<file path="src/rtl/core/sha256_byte_stream_hasher_unit_macros.svh">
// ----------------------------------------------------------------------------
// SHA-256 byte stream hasher - assertion macros
// Implication checks on the rising edge of clk, off while rst_n is low.
// ----------------------------------------------------------------------------
`ifndef SHA256_BYTE_STREAM_HASHER_UNIT_MACROS_SVH
`define SHA256_BYTE_STREAM_HASHER_UNIT_MACROS_SVH

`ifndef NO_ASSERTIONS
// same-cycle implication
`define SHBH_ASSERT_IMP(lbl, ante, cons, msg) \
  lbl: assert property (@(posedge clk) disable iff (!rst_n) (ante) |-> (cons)) \
    else $error(msg);
// next-cycle implication
`define SHBH_ASSERT_NXT(lbl, ante, cons, msg) \
  lbl: assert property (@(posedge clk) disable iff (!rst_n) (ante) |=> (cons)) \
    else $error(msg);
`else
`define SHBH_ASSERT_IMP(lbl, ante, cons, msg)
`define SHBH_ASSERT_NXT(lbl, ante, cons, msg)
`endif

`endif

</file>
<file path="src/rtl/core/shbh_pkg.sv">
`timescale 1ns / 1ps
// ----------------------------------------------------------------------------
// SHA-256 byte stream hasher - package
// Round constants, initial hash value, control types and SHA-256 functions.
// ----------------------------------------------------------------------------
package shbh_pkg;

  localparam int unsigned WordW    = 32;
  localparam int unsigned NumWords = 8;
  localparam int unsigned SchedW   = 16;

  localparam logic [5:0] LastRound = 6'd63;
  localparam logic [5:0] LastByte  = 6'd63;
  localparam logic [5:0] PadFill   = 6'd56;
  localparam logic [7:0] PadMarker = 8'h80;
  localparam logic [2:0] LastLen   = 3'd7;

  localparam logic [31:0] RoundK [64] = '{
    32'h428a2f98, 32'h71374491, 32'hb5c0fbcf, 32'he9b5dba5,
    32'h3956c25b, 32'h59f111f1, 32'h923f82a4, 32'hab1c5ed5,
    32'hd807aa98, 32'h12835b01, 32'h243185be, 32'h550c7dc3,
    32'h72be5d74, 32'h80deb1fe, 32'h9bdc06a7, 32'hc19bf174,
    32'he49b69c1, 32'hefbe4786, 32'h0fc19dc6, 32'h240ca1cc,
    32'h2de92c6f, 32'h4a7484aa, 32'h5cb0a9dc, 32'h76f988da,
    32'h983e5152, 32'ha831c66d, 32'hb00327c8, 32'hbf597fc7,
    32'hc6e00bf3, 32'hd5a79147, 32'h06ca6351, 32'h14292967,
    32'h27b70a85, 32'h2e1b2138, 32'h4d2c6dfc, 32'h53380d13,
    32'h650a7354, 32'h766a0abb, 32'h81c2c92e, 32'h92722c85,
    32'ha2bfe8a1, 32'ha81a664b, 32'hc24b8b70, 32'hc76c51a3,
    32'hd192e819, 32'hd6990624, 32'hf40e3585, 32'h106aa070,
    32'h19a4c116, 32'h1e376c08, 32'h2748774c, 32'h34b0bcb5,
    32'h391c0cb3, 32'h4ed8aa4a, 32'h5b9cca4f, 32'h682e6ff3,
    32'h748f82ee, 32'h78a5636f, 32'h84c87814, 32'h8cc70208,
    32'h90befffa, 32'ha4506ceb, 32'hbef9a3f7, 32'hc67178f2
  };

  localparam logic [31:0] InitHash [8] = '{
    32'h6a09e667, 32'hbb67ae85, 32'h3c6ef372, 32'ha54ff53a,
    32'h510e527f, 32'h9b05688c, 32'h1f83d9ab, 32'h5be0cd19
  };

  typedef enum logic [4:0] {
    ST_IDLE  = 5'b00001,
    ST_ROUND = 5'b00010,
    ST_FOLD  = 5'b00100,
    ST_PAD   = 5'b01000,
    ST_DONE  = 5'b10000
  } state_t;

  typedef enum logic [2:0] {
    PS_MARK = 3'b001,
    PS_ZERO = 3'b010,
    PS_LEN  = 3'b100
  } pad_step_t;

  typedef struct packed {
    logic init;
    logic load;
    logic step;
    logic fold;
  } rnd_ctl_t;

  typedef struct packed {
    logic       put;
    logic [7:0] data;
    logic       step;
  } sch_ctl_t;

  function automatic logic [31:0] bsig0(input logic [31:0] x);
    return {x[1:0], x[31:2]} ^ {x[12:0], x[31:13]} ^ {x[21:0], x[31:22]};
  endfunction

  function automatic logic [31:0] bsig1(input logic [31:0] x);
    return {x[5:0], x[31:6]} ^ {x[10:0], x[31:11]} ^ {x[24:0], x[31:25]};
  endfunction

  function automatic logic [31:0] ssig0(input logic [31:0] x);
    return {x[6:0], x[31:7]} ^ {x[17:0], x[31:18]} ^ {3'b000, x[31:3]};
  endfunction

  function automatic logic [31:0] ssig1(input logic [31:0] x);
    return {x[16:0], x[31:17]} ^ {x[18:0], x[31:19]} ^ {10'd0, x[31:10]};
  endfunction

  function automatic logic [31:0] ch_f(input logic [31:0] e, input logic [31:0] f,
                                       input logic [31:0] g);
    return (e & f) ^ (~e & g);
  endfunction

  function automatic logic [31:0] maj_f(input logic [31:0] a, input logic [31:0] b,
                                        input logic [31:0] c);
    return (a & b) ^ (a & c) ^ (b & c);
  endfunction

endpackage

</file>
<file path="src/rtl/core/shbh_sched.sv">
`timescale 1ns / 1ps
// ----------------------------------------------------------------------------
// SHA-256 byte stream hasher - block buffer and message schedule
// Sixteen-word window: bytes shift in while a block fills, then words
// shift out one per round with the expanded word shifted in behind.
// ----------------------------------------------------------------------------
module shbh_sched (
  input  logic             clk,
  input  shbh_pkg::sch_ctl_t ctl,
  output logic [31:0]      w
);

  logic [31:0] win_r [shbh_pkg::SchedW];
  logic [31:0] w_new;

  assign w_new = shbh_pkg::ssig1(win_r[14]) + win_r[9]
               + shbh_pkg::ssig0(win_r[1]) + win_r[0];
  assign w = win_r[0];

  always_ff @(posedge clk) begin
    if (ctl.put) begin
      for (int i = 0; i < shbh_pkg::SchedW - 1; i++) begin
        win_r[i] <= {win_r[i][23:0], win_r[i+1][31:24]};
      end
      win_r[shbh_pkg::SchedW-1] <= {win_r[shbh_pkg::SchedW-1][23:0], ctl.data};
    end else if (ctl.step) begin
      for (int i = 0; i < shbh_pkg::SchedW - 1; i++) begin
        win_r[i] <= win_r[i+1];
      end
      win_r[shbh_pkg::SchedW-1] <= w_new;
    end
  end

endmodule

</file>
<file path="src/rtl/core/shbh_round.sv">
`timescale 1ns / 1ps
// ----------------------------------------------------------------------------
// SHA-256 byte stream hasher - round unit
// Working variables a..h updated one round per cycle while ctl.step is high;
// chaining words folded in after the last round and reset to the initial value.
// ----------------------------------------------------------------------------
module shbh_round (
  input  logic               clk,
  input  logic               rst_n,
  input  shbh_pkg::rnd_ctl_t ctl,
  input  logic [31:0]        w,
  input  logic [31:0]        k,
  output logic [255:0]       digest
);

  logic [31:0] wv_r    [shbh_pkg::NumWords];
  logic [31:0] chain_r [shbh_pkg::NumWords];
  logic [31:0] t1;
  logic [31:0] t2;

  assign t1 = wv_r[7] + shbh_pkg::bsig1(wv_r[4])
            + shbh_pkg::ch_f(wv_r[4], wv_r[5], wv_r[6]) + k + w;
  assign t2 = shbh_pkg::bsig0(wv_r[0]) + shbh_pkg::maj_f(wv_r[0], wv_r[1], wv_r[2]);

  always_comb begin
    for (int i = 0; i < shbh_pkg::NumWords; i++) begin
      digest[255 - 32*i -: 32] = chain_r[i];
    end
  end

  always_ff @(posedge clk) begin
    if (ctl.load) begin
      for (int i = 0; i < shbh_pkg::NumWords; i++) begin
        wv_r[i] <= chain_r[i];
      end
    end else if (ctl.step) begin
      wv_r[7] <= wv_r[6];
      wv_r[6] <= wv_r[5];
      wv_r[5] <= wv_r[4];
      wv_r[4] <= wv_r[3] + t1;
      wv_r[3] <= wv_r[2];
      wv_r[2] <= wv_r[1];
      wv_r[1] <= wv_r[0];
      wv_r[0] <= t1 + t2;
    end
  end

  always_ff @(posedge clk) begin
    if (!rst_n || ctl.init) begin
      for (int i = 0; i < shbh_pkg::NumWords; i++) begin
        chain_r[i] <= shbh_pkg::InitHash[i];
      end
    end else if (ctl.fold) begin
      for (int i = 0; i < shbh_pkg::NumWords; i++) begin
        chain_r[i] <= chain_r[i] + wv_r[i];
      end
    end
  end

endmodule

</file>
<file path="src/rtl/core/sha256_byte_stream_hasher_unit.sv">
`timescale 1ns / 1ps
// ----------------------------------------------------------------------------
// SHA-256 byte stream hasher
// Hashes a message fed one byte per item and returns the 256-bit digest.
// ----------------------------------------------------------------------------
// Input channel in_*: one message byte per item, in_is_last on the final
// item, in_no_byte set when the item carries no byte (empty message end).
// Output channel out_*: one item per message, the digest as four 64-bit
// words, h0/h1 in out_digest_part0 through h6/h7 in out_digest_part3.
// A byte that does not complete a block is taken while idle. The byte
// that completes a block starts 64 rounds of the single round unit, one
// per cycle, then a fold into the chaining words. A last item adds the
// padding bytes (9 to 72 bytes), one or two more compressions and the
// load of the output register.
// in_stall is high throughout; the next message may start while the digest
// item still waits on out_stall, but a second digest holds until the first
// is taken.
// Reset (synchronous, rst_n low) restores the initial hash value, empties
// the block buffer and drops any pending output item.
// ----------------------------------------------------------------------------
module sha256_byte_stream_hasher_unit (
  input  logic        clk,
  input  logic        rst_n,
  input  logic        in_valid,
  output logic        in_stall,
  input  logic [7:0]  in_data_byte,
  input  logic        in_is_last,
  input  logic        in_no_byte,
  output logic        out_valid,
  input  logic        out_stall,
  output logic [63:0] out_digest_part0,
  output logic [63:0] out_digest_part1,
  output logic [63:0] out_digest_part2,
  output logic [63:0] out_digest_part3
);

  `include "sha256_byte_stream_hasher_unit_macros.svh"

  shbh_pkg::state_t    state_r,   state_nxt;
  shbh_pkg::pad_step_t step_r,    step_nxt;
  logic [5:0]          fill_r,    fill_nxt;
  logic [60:0]         total_r,   total_nxt;
  logic [5:0]          rnd_r,     rnd_nxt;
  logic [2:0]          len_r,     len_nxt;
  logic                pad_act_r, pad_act_nxt;
  logic                fin_r,     fin_nxt;
  logic                out_valid_r, out_valid_nxt;
  logic [255:0]        digest_r;

  shbh_pkg::rnd_ctl_t  rnd_ctl;
  shbh_pkg::sch_ctl_t  sch_ctl;
  logic [31:0]         w;
  logic [255:0]        digest;
  logic                in_acc;
  logic                load_out;
  logic [5:0]          fill_inc;
  logic [63:0]         len_bits;

  assign in_stall = (state_r != shbh_pkg::ST_IDLE);
  assign in_acc   = in_valid && !in_stall;
  assign fill_inc = fill_r + 6'd1;
  assign len_bits = {total_r, 3'b000} << {len_r, 3'b000};

  always_comb begin
    state_nxt     = state_r;
    step_nxt      = step_r;
    fill_nxt      = fill_r;
    total_nxt     = total_r;
    rnd_nxt       = rnd_r;
    len_nxt       = len_r;
    pad_act_nxt   = pad_act_r;
    fin_nxt       = fin_r;
    out_valid_nxt = out_valid_r && out_stall;
    load_out      = 1'b0;
    rnd_ctl       = '0;
    sch_ctl       = '0;

    case (state_r)
      shbh_pkg::ST_IDLE: begin
        if (in_acc) begin
          if (!in_no_byte) begin
            sch_ctl.put  = 1'b1;
            sch_ctl.data = in_data_byte;
            total_nxt    = total_r + 61'd1;
          end
          if (in_is_last) begin
            pad_act_nxt = 1'b1;
            step_nxt    = shbh_pkg::PS_MARK;
            len_nxt     = '0;
            state_nxt   = shbh_pkg::ST_PAD;
          end
        end
      end
      shbh_pkg::ST_ROUND: begin
        sch_ctl.step = 1'b1;
        rnd_ctl.step = 1'b1;
        rnd_nxt      = rnd_r + 6'd1;
        if (rnd_r == shbh_pkg::LastRound) begin
          state_nxt = shbh_pkg::ST_FOLD;
        end
      end
      shbh_pkg::ST_FOLD: begin
        rnd_ctl.fold = 1'b1;
        if (fin_r) begin
          state_nxt = shbh_pkg::ST_DONE;
        end else if (pad_act_r) begin
          state_nxt = shbh_pkg::ST_PAD;
        end else begin
          state_nxt = shbh_pkg::ST_IDLE;
        end
      end
      shbh_pkg::ST_PAD: begin
        sch_ctl.put = 1'b1;
        case (step_r)
          shbh_pkg::PS_MARK, shbh_pkg::PS_ZERO: begin
            sch_ctl.data = (step_r == shbh_pkg::PS_MARK) ? shbh_pkg::PadMarker : 8'h00;
            step_nxt     = (fill_inc == shbh_pkg::PadFill) ? shbh_pkg::PS_LEN
                                                           : shbh_pkg::PS_ZERO;
          end
          shbh_pkg::PS_LEN: begin
            sch_ctl.data = len_bits[63:56];
            len_nxt      = len_r + 3'd1;
            if (len_r == shbh_pkg::LastLen) begin
              fin_nxt = 1'b1;
            end
          end
          default: begin
            step_nxt = shbh_pkg::PS_MARK;
          end
        endcase
      end
      shbh_pkg::ST_DONE: begin
        if (!out_valid_r || !out_stall) begin
          load_out      = 1'b1;
          out_valid_nxt = 1'b1;
          rnd_ctl.init  = 1'b1;
          total_nxt     = '0;
          pad_act_nxt   = 1'b0;
          fin_nxt       = 1'b0;
          state_nxt     = shbh_pkg::ST_IDLE;
        end
      end
      default: begin
        state_nxt = shbh_pkg::ST_IDLE;
      end
    endcase

    if (sch_ctl.put) begin
      fill_nxt = fill_inc;
      if (fill_r == shbh_pkg::LastByte) begin
        rnd_ctl.load = 1'b1;
        rnd_nxt      = '0;
        state_nxt    = shbh_pkg::ST_ROUND;
      end
    end
  end

  always_ff @(posedge clk) begin
    if (!rst_n) begin
      state_r     <= shbh_pkg::ST_IDLE;
      step_r      <= shbh_pkg::PS_MARK;
      fill_r      <= '0;
      total_r     <= '0;
      rnd_r       <= '0;
      len_r       <= '0;
      pad_act_r   <= 1'b0;
      fin_r       <= 1'b0;
      out_valid_r <= 1'b0;
    end else begin
      state_r     <= state_nxt;
      step_r      <= step_nxt;
      fill_r      <= fill_nxt;
      total_r     <= total_nxt;
      rnd_r       <= rnd_nxt;
      len_r       <= len_nxt;
      pad_act_r   <= pad_act_nxt;
      fin_r       <= fin_nxt;
      out_valid_r <= out_valid_nxt;
    end
  end

  always_ff @(posedge clk) begin
    if (load_out) begin
      digest_r <= digest;
    end
  end

  shbh_sched u_sched (
    .clk (clk),
    .ctl (sch_ctl),
    .w   (w)
  );

  shbh_round u_round (
    .clk    (clk),
    .rst_n  (rst_n),
    .ctl    (rnd_ctl),
    .w      (w),
    .k      (shbh_pkg::RoundK[rnd_r]),
    .digest (digest)
  );

  assign out_valid        = out_valid_r;
  assign out_digest_part0 = digest_r[255:192];
  assign out_digest_part1 = digest_r[191:128];
  assign out_digest_part2 = digest_r[127:64];
  assign out_digest_part3 = digest_r[63:0];

  `SHBH_ASSERT_NXT(a_round_end, (state_r == shbh_pkg::ST_ROUND) && (rnd_r == shbh_pkg::LastRound), state_r == shbh_pkg::ST_FOLD, "last round not followed by fold")
  `SHBH_ASSERT_IMP(a_done_empty, state_r == shbh_pkg::ST_DONE, (fill_r == '0) && fin_r, "digest pending with partial block")
  `SHBH_ASSERT_NXT(a_out_load, (state_r == shbh_pkg::ST_DONE) && !(out_valid_r && out_stall), out_valid_r && (state_r == shbh_pkg::ST_IDLE), "digest not presented")
  `SHBH_ASSERT_IMP(a_pad_flag, state_r == shbh_pkg::ST_PAD, pad_act_r && !fin_r, "padding without an open message end")

endmodule

</file>
<file path="config.mk">
export PLATFORM = sky130hd
export DESIGN_NAME = sha256_byte_stream_hasher_unit
export DESIGN_NICKNAME = d
export VERILOG_FILES = /design/src/rtl/core/shbh_pkg.sv /design/src/rtl/core/shbh_sched.sv /design/src/rtl/core/shbh_round.sv /design/src/rtl/core/sha256_byte_stream_hasher_unit.sv
export VERILOG_INCLUDE_DIRS = /design/src /design/src/rtl/core
export SDC_FILE = /design/constraint.sdc
export NUM_CORES = 2
export LEC_CHECK = 0
export ABC_AREA = 1
export BUFFER_PORTS_ARGS = -buffer_cell sky130_fd_sc_hd__buf_2
export CAP_MARGIN = 30
export CORE_MARGIN = 3
export CORE_UTILIZATION = 50
export DETAILED_ROUTE_END_ITERATION = 8
export PLACE_DENSITY = 0.73
export SYNTH_ARGS = -nofsm -noshare
export SYNTH_HDL_FRONTEND = slang
export SYNTH_SLANG_ARGS = --single-unit
</file>
<file path="constraint.sdc">
create_clock -name clk -period 35.5 [get_ports clk]
set_clock_uncertainty 0.1 [all_clocks]
set_input_delay 1.775 -clock clk [delete_from_list [all_inputs] [get_ports clk]]
set_output_delay 1.775 -clock clk [all_outputs]
set_load 0.05 [all_outputs]
</file>
# == Yosys cells after proc, flatten, opt, wreduce, memory -nomap -nowiden ==
# Memories as Yosys holds them, arrays and structs flattened.
# Cells that the tools add are included.
# word_totals
regBits,343
ram_bits,1024
mem_bits_ro,2048
output_inout_bits,258
wordCells,218
mem_count,4
# mem_list
name,depth,word_bits,read_ports,rd_ports_with_merged_regs,write_ports,line_no,text
(name not given),64,32,1,0,0,sha256_byte_stream_hasher_unit.sv:199,".k (shbh_pkg::RoundK[rnd_r]),"
u_sched.win_r,16,32,16,0,16,shbh_sched.sv:13,logic [31:0] win_r [shbh_pkg::SchedW];
u_round.chain_r,8,32,8,0,8,shbh_round.sv:17,logic [31:0] chain_r [shbh_pkg::NumWords];
u_round.wv_r,8,32,8,0,8,shbh_round.sv:16,logic [31:0] wv_r [shbh_pkg::NumWords];
# op_classes
n_addsub,22
n_lt_le_gt_ge,1
n_eq_ne,20
n_shift,1
n_mux,93
n_bitwise,50
reduce_logical,17
# op_table
op,count
2-to-1 mux 32 bit,34
adder 32 bit,18
bitwise XOR 32 bit,9
2-to-1 mux 61 bit,3
bitwise AND 32 bit,5
one-hot mux 61 bit (2 select lines),1
left shift 64 x 6 -> 64 bit,1
adder 61 x 1 -> 61 bit (second input constant),1
2-to-1 mux 5 bit,7
NOT 32 bit,1
OR 1 bit,32
bitwise XOR 32 x 22 -> 32 bit,1
bitwise XOR 32 x 29 -> 32 bit,1
2-to-1 mux 1 bit,27
one-hot mux 5 bit (5 select lines),1
AND reduction 4 bit,5
equality test 6 bit (second input constant),3
2-to-1 mux 3 bit,6
2-to-1 mux 6 bit,3
2-to-1 mux 9 bit,2
one-hot mux 3 bit (2 select lines),3
one-hot mux 9 bit (2 select lines),1
one-hot mux 8 bit (2 select lines),1
!= test 2 bit (second input constant),7
other kinds (21),31

# == Longest topological paths before layout ==
# depth
word_depth,9
ltp_mapped,41
ltp_nobuf,40

# == Modules after synthesis ==
# From an unflattened synthesis, not the netlist that was laid out.
# unflattened
cells_unflattened,10273
area_unflattened_um2,88880.2
# by_module_without_submodules
mod,instances,cells_per_inst,area_per_inst_um2
shbh_round,1,5926,45498.6
shbh_sched,1,2659,27600.2
sha256_byte_stream_hasher_unit,1,1688,15781.4

# == Least setup slack after synthesis ==
# Ideal clock, no wire load.
# synth_timing
path_kind,input to register
startpoint,input port in_valid
endpoint,"memory u_sched.win_r[0][0], enable pin"
arrival_time_ps,10811
required_ps,31736
slack_ps,20925
cell_stages,8
n_path_buf,2
path_cell_list,inv_1 nor2_2 nand2_2 inv_2 nor2_2 buf_2 buf_2 nand2_1
# synth_lines
item,line_no,text
start: declaration,sha256_byte_stream_hasher_unit.sv:24,"input logic in_valid,"
end: declaration,shbh_sched.sv:13,

==> run_results.csv <==
group,metric,value,unit
global_route,grt_overflow,0,
floorplan,ios,272,
finish,drive_above_1_share,0.0675,
power,power_leakage,39.6,nW
timing,setup_violations,0,
detailed_routing,wl_per_cell,24.7,µm
finish,utilization,0.555,
synth,avgSynthCellArea,8.69,µm²
timing,finalSetupTns,0,ns
detailed_routing,post_drt_via_cell_ratio,5.85,
power,p_switching,1.43,mW
finish,final_net_count,10593,
detailed_routing,routed_wl,305000,µm
synth,synth.yosys.seq_area_share,0.468,
power,power-per-cell-area,48.4,nW/µm²
synth,yosys-top-cells-count,"nand2_1 (2617), edfxtp_1 (1280), inv_1 (1159), o21ai_0 (911), a21oi_1 (661)",
global_route,grtUsageTotal,0.339,
global_route,grt_max_degree,208,
clock_network,cts_resized,0,
timing,rsz0062_at_grt,"false",
detailed_routing,num_vias,72184,
synth,synth_flop_cell,"edfxtp_1",
timing,slew-limit-headroom,0.249,
synth,yosys.area.top_type,"edfxtp_1",
clock_network,root_buffer,"clkbuf_16",
global_route,grt_pass1_vias,67625,
global_route,antenna_found_initial,7,
timing,finalCritPeriodShare,0.250,
placement,dp_cells,12047,
critical_path,cp-end-kind,"flop",
clock_network,clk_pin_slew_worst_paths,0.06,ns
detailed_routing,ant_nets,0,
placement,post-dp-hpwl,236000,µm
synth,synth_top_area_share,0.448,
finish,layout.cells.non_filler,12331,
critical_path,critical_path_class,"flop to flop",
run_status,outcome,"completed",
detailed_routing,drc,0,
global_route,grt_pass1_wl,445000,µm
power,ir_worst_vdd,0.0447,mV
synth,yosysUniqueCellTypes,64,
synth,synth_nets,10471,
timing,fmax,0.113,GHz
critical_path,startpoint_type,"flop",
clock_network,numCtsBuffers,151,
power,power,4.56,mW
finish,fillCellCount,15423,
critical_path,critPathBufInv,5,
critical_path,cpLargestDelayFamily,"adder cells",
power,seqPwrFrac,0.423,
placement,portBuffers,271,
synth,yosys-top-cells-area,"edfxtp_1 (45%), nand2_1 (11%), ha_1 (5.8%)",
critical_path,cp_slowest_cell,"dfxtp_1",
synth,ys_ff_latch,1367,
critical_path,slowest_delay,0.68,ns
clock_network,clock-sinks,1367,
synth,async_flop_share,0,
job,cap_violations,0,
floorplan,start_util,0.505,
synth,synth-edff-count,1280,
clock_network,cts_setup_buffers,0,
placement,gp_congestion,1.02,
worst_hold_path,hold_class,"flop to flop",
detailed_routing,dr.first_iter.drc_count,8513,
power,comb_power_share,0.216,
timing,worst_pin_slew,1.13,ns
clock_network,cts_hold_buf,0,
timing,final-hold-violation-count,0,
synth,ys_warn_count,0,
critical_path,cp_data_required_time,35.96,ns
detailed_routing,firstDrtPassIters,6,
critical_path,arrival,9.34,ns
timing,fin_ws,26.62,ns
critical_path,path_common_cell,"nand2_1",
clock_network,insertion_delay,0.84,ns
synth,yosysMostFrequentCell,"nand2_1",
floorplan,fp.dieW,420,µm
clock_network,clockBufferDepth,3,
synth,netlist_instances,9865,
timing,period_minus_slack,8.88,ns
power,p_int,3.13,mW
finish,areaGrowthSynthToFinish,9.97,%
floorplan,dieArea,177000,µm²
floorplan,coreArea,170000,µm²
clock_network,cts_tree,"yes",
critical_path,worstPathMaxFanout,14,
floorplan,die_height,420,µm
synth,synthesis.area,85800,µm²
timing,final_max_slew_viol_count,0,
power,p_clk_frac,0.361,
floorplan,rows,151,
placement,place_ws,26.78,ns
power,swShare,0.314,
clock_network,h-tree-depth,4,
flip-flops by register name, indices dropped and copies added, names as in the netlist, 3 cells and up:
register         cells
state_r              5
u_round.chain_r    256
digest_r           256
rnd_r                6
fill_r               6
len_r                3
step_r               3
u_sched.win_r      512
u_round.wv_r       256
total_r             61
per-stage QoR:
step | area [µm²] | hold slack, ns
2_1_floorplan | 85800 | 0.347
3_3_place_gp | 88900 | 0.362
3_5_place_dp | 89000 | 0.378
4_1_cts | 94200 | 0.390
5_1_grt | 94300 | 0.399
6_report | 94300 | 0.390
logic make-up (layout without fill, tap and decap cells):
group / after synthesis / after routing / synth area share
AO/OA/AOI/OAI: 2021 / 2021 / 0.131
XOR/XNOR: 351 / 351 / 0.0358
adder cells (fa/ha/maj): 607 / 607 / 0.105
buffers and inverters: 1538 / 1784 / 0.0687
flip-flops: 1367 / 1367 / 0.468
other: 0 / 2 / 0
AND/OR/NAND/NOR: 3981 / 3981 / 0.191
worst min-delay path, delay by kind of cell (launching register included):
kind | cells | cell delay (ns)
flops | 1 | 0.32
simple gates | 1 | 0.07
compound gates | 1 | 0.05
placed cells by master (no fill, tap or decap), drive strengths merged, types with 12 or more instances in the layout:
| cell type | Yosys | final |
|---|---|---|
| nor3 | 106 | 106 |
| maj3 | 15 | 15 |
| o21bai | 60 | 60 |
| ha | 397 | 397 |
| clkinvlp | 0 | 13 |
| nor4 | 41 | 41 |
| o21ai | 927 | 927 |
| a211oi | 15 | 15 |
| xor2 | 190 | 190 |
| a21boi | 36 | 36 |
| edfxtp | 1280 | 1280 |
| a221oi | 27 | 27 |
| inv | 1169 | 1177 |
| buf | 104 | 334 |
| o211ai | 39 | 39 |
| clkbuf | 262 | 175 |
| a21o | 68 | 68 |
| o31ai | 12 | 12 |
| bufinv | 0 | 18 |
| or2 | 61 | 61 |
| nand3 | 380 | 380 |
| nand3b | 19 | 19 |
| nand4 | 113 | 113 |
| clkinv | 3 | 66 |
| dfxtp | 87 | 87 |
| nand2 | 2621 | 2621 |
| a21oi | 661 | 661 |
| xnor2 | 161 | 161 |
| nor2 | 624 | 624 |
| fa | 195 | 195 |
| o221ai | 18 | 18 |
| o21a | 56 | 56 |
| a31oi | 57 | 57 |
area by class of cell:
type / instances / area (µm²) / area share
diodes: 2 / 5.00 / 0.0000531
well taps: 2218 / 2780 / 0.0294
flip-flops and latches: 1367 / 40200 / 0.426
inverters: 1172 / 4420 / 0.0468
multi-input cells: 6960 / 39700 / 0.421
clock buffers: 175 / 3880 / 0.0411
clock inverters: 102 / 1320 / 0.0140
repair buffers: 335 / 2000 / 0.0212
power groups by stage:
stage	logic (mW)	clock network, mW	registers, mW
after floorplan	0.680	0	1.95
after CTS	0.965	1.68	1.93
final	0.985	1.65	1.93
after global placement	0.954	0	1.96
after detailed placement	0.955	0	1.96
after global routing	1.09	1.74	1.93
metal layers:
layer / GRT usage / share of wire / wire length (µm) / up-vias
li1: - / - / - / 33481
met1: 0.463 / 0.41 / 127000 / 34593
met2: 0.526 / 0.44 / 135000 / 3446
met3: 0.0647 / 0.089 / 27200 / 660
met4: 0.153 / 0.054 / 16400 / 4
met5: 0 / 0.000082 / 25 / -
worst paths after layout:
path	depth (start not counted)	end	startpoint	slack [ns]
max reg2reg	36	u_round.wv_r[0][31]	rnd_r[0]	26.62
min	2	total_r[60]	total_r[60]	0.39
max	36	u_round.wv_r[0][31]	rnd_r[0]	26.62
min reg2reg	2	total_r[60]	total_r[60]	0.39
Note: power is estimated with default switching activity, not from simulation.
